### src/hdl/lbt_pkg.sv
package lbt_pkg;

	// table geometry
	localparam int SLOTS  = 16;
	localparam int SLOT_W = (SLOTS > 1) ? $clog2(SLOTS) : 1;
	localparam int CNT_W  = $clog2(SLOTS + 1);

	// field widths
	localparam int OP_W    = 2;
	localparam int IDX_W   = 32;
	localparam int AREA_W  = 8;
	localparam int OFFS_W  = 32;
	localparam int CAP_W   = 5;

	localparam logic [CAP_W-1:0] CAP_RESET = CAP_W'(16);

	typedef enum logic [OP_W-1:0] {
		OP_CLEAR = 2'd0,
		OP_ADD   = 2'd1,
		OP_FIND  = 2'd2,
		OP_INVAL = 2'd3
	} op_t;

	// word that walks the row of cells, one cell per cycle while the row is not stalled
	typedef struct packed {
		logic               vld;
		op_t                op;
		logic [CNT_W-1:0]   pos;
		logic [CNT_W-1:0]   cap;
		logic [CNT_W-1:0]   wptr;
		logic               add_en;
		logic [IDX_W-1:0]   index;
		logic [AREA_W-1:0]  entry_area;
		logic [OFFS_W-1:0]  entry_offset;
		logic [AREA_W-1:0]  oldest_area;
		logic               hit;
		logic [IDX_W-1:0]   best_index;
		logic [AREA_W-1:0]  best_area;
		logic [OFFS_W-1:0]  best_offset;
	} token_t;

endpackage

### src/hdl/lbt_cell.sv
module lbt_cell (
	input  logic            clk,
	input  logic            arst_n,
	input  logic            en,
	input  lbt_pkg::token_t tok_i,
	output lbt_pkg::token_t tok_o
);

	localparam logic [lbt_pkg::CNT_W-1:0] CNT_ONE = lbt_pkg::CNT_W'(1);

	logic                        valid_q;
	logic [lbt_pkg::IDX_W-1:0]   index_q;
	logic [lbt_pkg::AREA_W-1:0]  area_q;
	logic [lbt_pkg::OFFS_W-1:0]  offset_q;
	lbt_pkg::token_t             tok_q;
	lbt_pkg::token_t             tok_d;
	logic                        in_cap;
	logic                        act;
	logic                        better;

	assign act    = en && tok_i.vld;
	assign in_cap = tok_i.pos < tok_i.cap;

	// closer bookmark: not above the query and strictly above the best so far
	assign better = in_cap && valid_q && (index_q <= tok_i.index) &&
		(!tok_i.hit || (index_q > tok_i.best_index));

	// next word handed to the neighbor
	always_comb begin
		tok_d     = tok_i;
		tok_d.pos = tok_i.pos + CNT_ONE;
		if (tok_i.op == lbt_pkg::OP_FIND && better) begin
			tok_d.hit         = 1'b1;
			tok_d.best_index  = index_q;
			tok_d.best_area   = area_q;
			tok_d.best_offset = offset_q;
		end
	end

	// slot valid bit
	always_ff @(posedge clk or negedge arst_n) begin
		if (!arst_n) begin
			valid_q <= 1'b0;
		end else if (act) begin
			unique case (tok_i.op)
				lbt_pkg::OP_CLEAR: valid_q <= 1'b0;
				lbt_pkg::OP_ADD: begin
					if (tok_i.add_en && tok_i.pos == tok_i.wptr) valid_q <= 1'b1;
				end
				lbt_pkg::OP_INVAL: begin
					if (in_cap && area_q == tok_i.oldest_area) valid_q <= 1'b0;
				end
				default: valid_q <= valid_q;
			endcase
		end
	end

	// slot payload
	always_ff @(posedge clk) begin
		if (act && tok_i.op == lbt_pkg::OP_ADD && tok_i.add_en &&
			tok_i.pos == tok_i.wptr) begin
			index_q  <= tok_i.index;
			area_q   <= tok_i.entry_area;
			offset_q <= tok_i.entry_offset;
		end
	end

	// word register toward the next cell
	always_ff @(posedge clk or negedge arst_n) begin
		if (!arst_n) begin
			tok_q <= '0;
		end else if (en) begin
			tok_q <= tok_d;
		end
	end

	assign tok_o = tok_q;

endmodule
### config.mk
export PLATFORM = sky130hd
export DESIGN_NAME = lbt_cell
export DESIGN_NICKNAME = d
export VERILOG_FILES = /design/src/hdl/lbt_pkg.sv /design/src/hdl/lbt_cell.sv
export SDC_FILE = /design/constraint.sdc
export NUM_CORES = 1
export LEC_CHECK = 0
export BUFFER_PORTS_ARGS = -buffer_cell sky130_fd_sc_hd__buf_2
export CORE_MARGIN = 4
export CORE_UTILIZATION = 35
export DETAILED_ROUTE_END_ITERATION = 10
export SLEW_MARGIN = 20
export SYNTH_ARGS = -nofsm -noshare
export SYNTH_HDL_FRONTEND = slang
export SYNTH_SLANG_ARGS = --single-unit
### constraint.sdc
create_clock -name clk -period 5.3 [get_ports clk]
set_input_delay 1.59 -clock clk [delete_from_list [all_inputs] [get_ports clk]]
set_output_delay 1.59 -clock clk [all_outputs]
set_load 0.05 [all_outputs]
==> results_dict.tcl <==
set metrics [dict create \
    run_status "finished clean" \
    cp_max_fo 23 \
    hold_path.class "flop to flop" \
    cts_setup_buffers 0 \
    synth.avg_cell_area_sq_um 11.7 \
    powerDensity_mw_per_mm2 353 \
    wirelength_um 36000 \
    worst_pin_slew_ns 1.03 \
    synth_edf_count 72 \
    grt_max_degree 103 \
    grt_pass1_vias 9536 \
    async_flop_share_pct 70.6 \
    worst_slack_ns 1.37 \
    worstSetupPathType "input pin to flop" \
    overflow 0 \
    finalHoldViolations 0 \
    rsz0062_at_grt "no" \
    htree_levels 1 \
    syn_nets 1238 \
    dr.pass1.iters 5 \
    die-area_sq_mm 0.0362 \
    grt_use_total_pct 19.2 \
    pre_cts_ws_ns 0.834 \
    clock_latency_ns 0.55 \
    synthFlopType "dfrtp_1" \
    synth-xor-area-share_pct 1.21 \
    drc 0 \
    cp.arrival_ns 4.39 \
    synth_adder_area_share_pct 7.43 \
    ant_nets 0 \
    num_vias 9399 \
    cts_hold_buf 0 \
    p_comb_share_pct 20.3 \
    fmaxAchievable_mhz 254 \
    portBuffers 346 \
    die_h_um 190 \
    yosysWarnings 0 \
    synth_simple_gate_area_share_pct 9.22 \
    slowest_delay_ns 0.69 \
    chipWidth_um 190 \
    cpMaxStageDelayCell "o21ai_4" \
    synth_mux_area_share_pct 9.11 \
    design.core.area_sq_mm 0.0326 \
    max-vdd-ir-drop_mv 0.243 \
    seq_area_frac_synth_pct 55.9 \
    whs_path_depth 2 \
    relSlewSlack_pct 31.1 \
    p_switching_mw 1.64 \
    rr_worst_depth 9 \
    gp_congestion 0.788 \
    cts_buffers 28 \
    p_clk_share_pct 38.8 \
    wl_per_cell_um 20.2 \
    synth_compound_area_share_pct 12.1 \
    viasPerCell 5.28 \
    root_buffer "clkbuf_16" \
    ctsResizeCount 0 \
    synth_top_family_by_area "compound AO/OA/AOI/OAI gates" \
    ys_types 38 \
    rows 66 \
    antenna_found_initial 4 \
    drt_iter0_drc 541 \
    fin_crit_sh_pct 74.2 \
    synth-seq-cells 245 \
    design_area_sq_mm 0.0148 \
    drive_gt1_share_pct 37.9 \
    syn2layout_area_growth_pct 27.6 \
    tns_ns 0 \
    netlist_instances 994 \
    max_cap_viol_count 0 \
    synth_area_sq_mm 0.0116 \
    setup_viol 0 \
    start_util_pct 35.6 \
    hpwlAfterDp_um 25100 \
    numClockSinks 245 \
    p_leak_nw 6.46 \
    crit_chain "buf_2 > inv_1 > ha_1 > a21oi_1 > o21a_1 > o2bb2ai_1 > o41a_1 > o21ai_4 > buf_4 > nand4_1 > a31oi_1" \
    fin_nets 1559 \
    switching_share_pct 31.4 \
    clockBufferDepth 3 \
    io_pins 347 \
    final.setup_skew_ns 0.0137 \
    cts_tree "built" \
    worst_setup_hold_path_clk_slew_ns 0.06 \
    finalPower_mw 5.24 \
    p_int_mw 3.60 \
    crit_path_end_kind "flop" \
    drv_slew 0 \
    placed_cell_area_sq_mm 0.0138 \
    seq_power_share_pct 40.8 \
    cp.required_ns 5.76 \
    grt_pass1_wl_um 56100 \
    finalCriticalPeriod_ns 3.93 \
    startpoint_type "input pin" \
]
registers in the layout, summed over array words and instances, names as in the netlist:
| register | flops |
|---|---|
| area_q | 8 |
| valid_q | 1 |
| tok_o | 172 |
| index_q | 32 |
| offset_q | 32 |
cells in the final DEF, fill, tap and decap left out, types with 3 or more instances in the layout:
cell type    n
o211ai_1     4
nand3_1      7
nand2_1     21
clkinv_1     3
mux2_2      94
nor4_1       5
clkbuf_16   29
xor2_1       5
nand4_1     88
o21ai_0     10
nor2_1      82
edfxtp_1    72
buf_12       5
clkbuf_1     7
a21oi_1     34
buf_2      344
ha_1        69
buf_4       13
dfrtp_1    173
xnor2_1     11
nor2b_1      3
inv_1       71
clkinv_2     4
a31oi_1     72
bufinv_16    4
clkbuf_8     4
o31ai_1     72
routing by layer:
layer / up-vias / part of all wire, % / global-route usage, %
li1: 4365 / - / -
met1: 4658 / 44 / 26.9
met2: 319 / 47 / 31.0
met3: 53 / 6.8 / 3.98
met4: 4 / 2.0 / 4.56
met5: - / 0.058 / 0
worst max-delay path, delay by kind of cell:
family	cells	cell delay, ns
AOI/OAI and AO/OA	6	1.76
adders and majority gates	1	0.31
buffers and inverters	3	0.57
and+or+nand+nor	1	0.13
path summary, 6_finish.rpt:
kind,from,to,slack [ns]
max in group asynchronous,arst_n,tok_o[144]$_DFFE_PN0P_,3.49
min in group asynchronous,arst_n,tok_o[23]$_DFFE_PN0P_,0.92
max,tok_i[132],tok_o[9]$_DFFE_PN0P_,1.37
min,tok_o[164]$_DFFE_PN0P_,tok_o[164]$_DFFE_PN0P_,0.49
max reg2reg,index_q[11]$_DFFE_PP_,tok_o[9]$_DFFE_PN0P_,2.12
min reg2reg,tok_o[164]$_DFFE_PN0P_,tok_o[164]$_DFFE_PN0P_,0.49
metrics by stage:
stage | utilization, % | hold slack [ns] | instances
floorplan | - | 0.520 | 994
global placement | 42.5 | 0.467 | 1727
detailed placement | 42.5 | 0.478 | 1727
CTS | 45.4 | 0.497 | 1779
global route | 45.4 | 0.514 | 1781
finish | 45.4 | 0.490 | 1781
cells in the mapped netlist, drive strengths merged (4+ instances only):
master  instances  area share [%]
clkbuf         43             1.4
nor4            5            0.27
o211ai          4            0.26
inv            71             2.3
nand3           7            0.30
a21boi          4            0.26
mux2           94             9.1
o21ai          13            0.62
xor2            5            0.38
a31oi          72             3.9
nand4          88             4.7
o21a            4            0.26
dfrtp         173              37
o31ai          72             4.7
nand2          22            0.71
buf            30             1.3
edfxtp         72              19
a21oi          34             1.5
nor2           82             2.7
ha             69             7.4
xnor2          11            0.83
cell type report:
type                       count  area, sq um
multi-input combinational    605         4590
fill                        3063        17800
timing repair buffer         364         1950
antenna                        2         5.00
sequential                   245         6490
clock buffer                  39          793
clock inverter                13          175
inverter                      71          267
tap                          442          553
power groups by stage:
stage,clock network (mW),logic (mW),registers (mW)
after floorplan,0,0.263,2.62
after global placement,0,1.07,2.17
after detailed placement,0,1.07,2.17
after CTS,2.08,1.08,2.14
after global routing,2.17,1.13,2.16
final,2.03,1.06,2.14
kinds of logic (layout without fill, tap and decap cells):
group,Yosys count,after routing
compound gates,212,212
xor+xnor,16,16
fa+ha+maj,69,69
buf+inv,144,487
flops,245,245
mux,94,94
other cells,0,2
simple gates,214,214
Power figures use the tool's default switching activity.
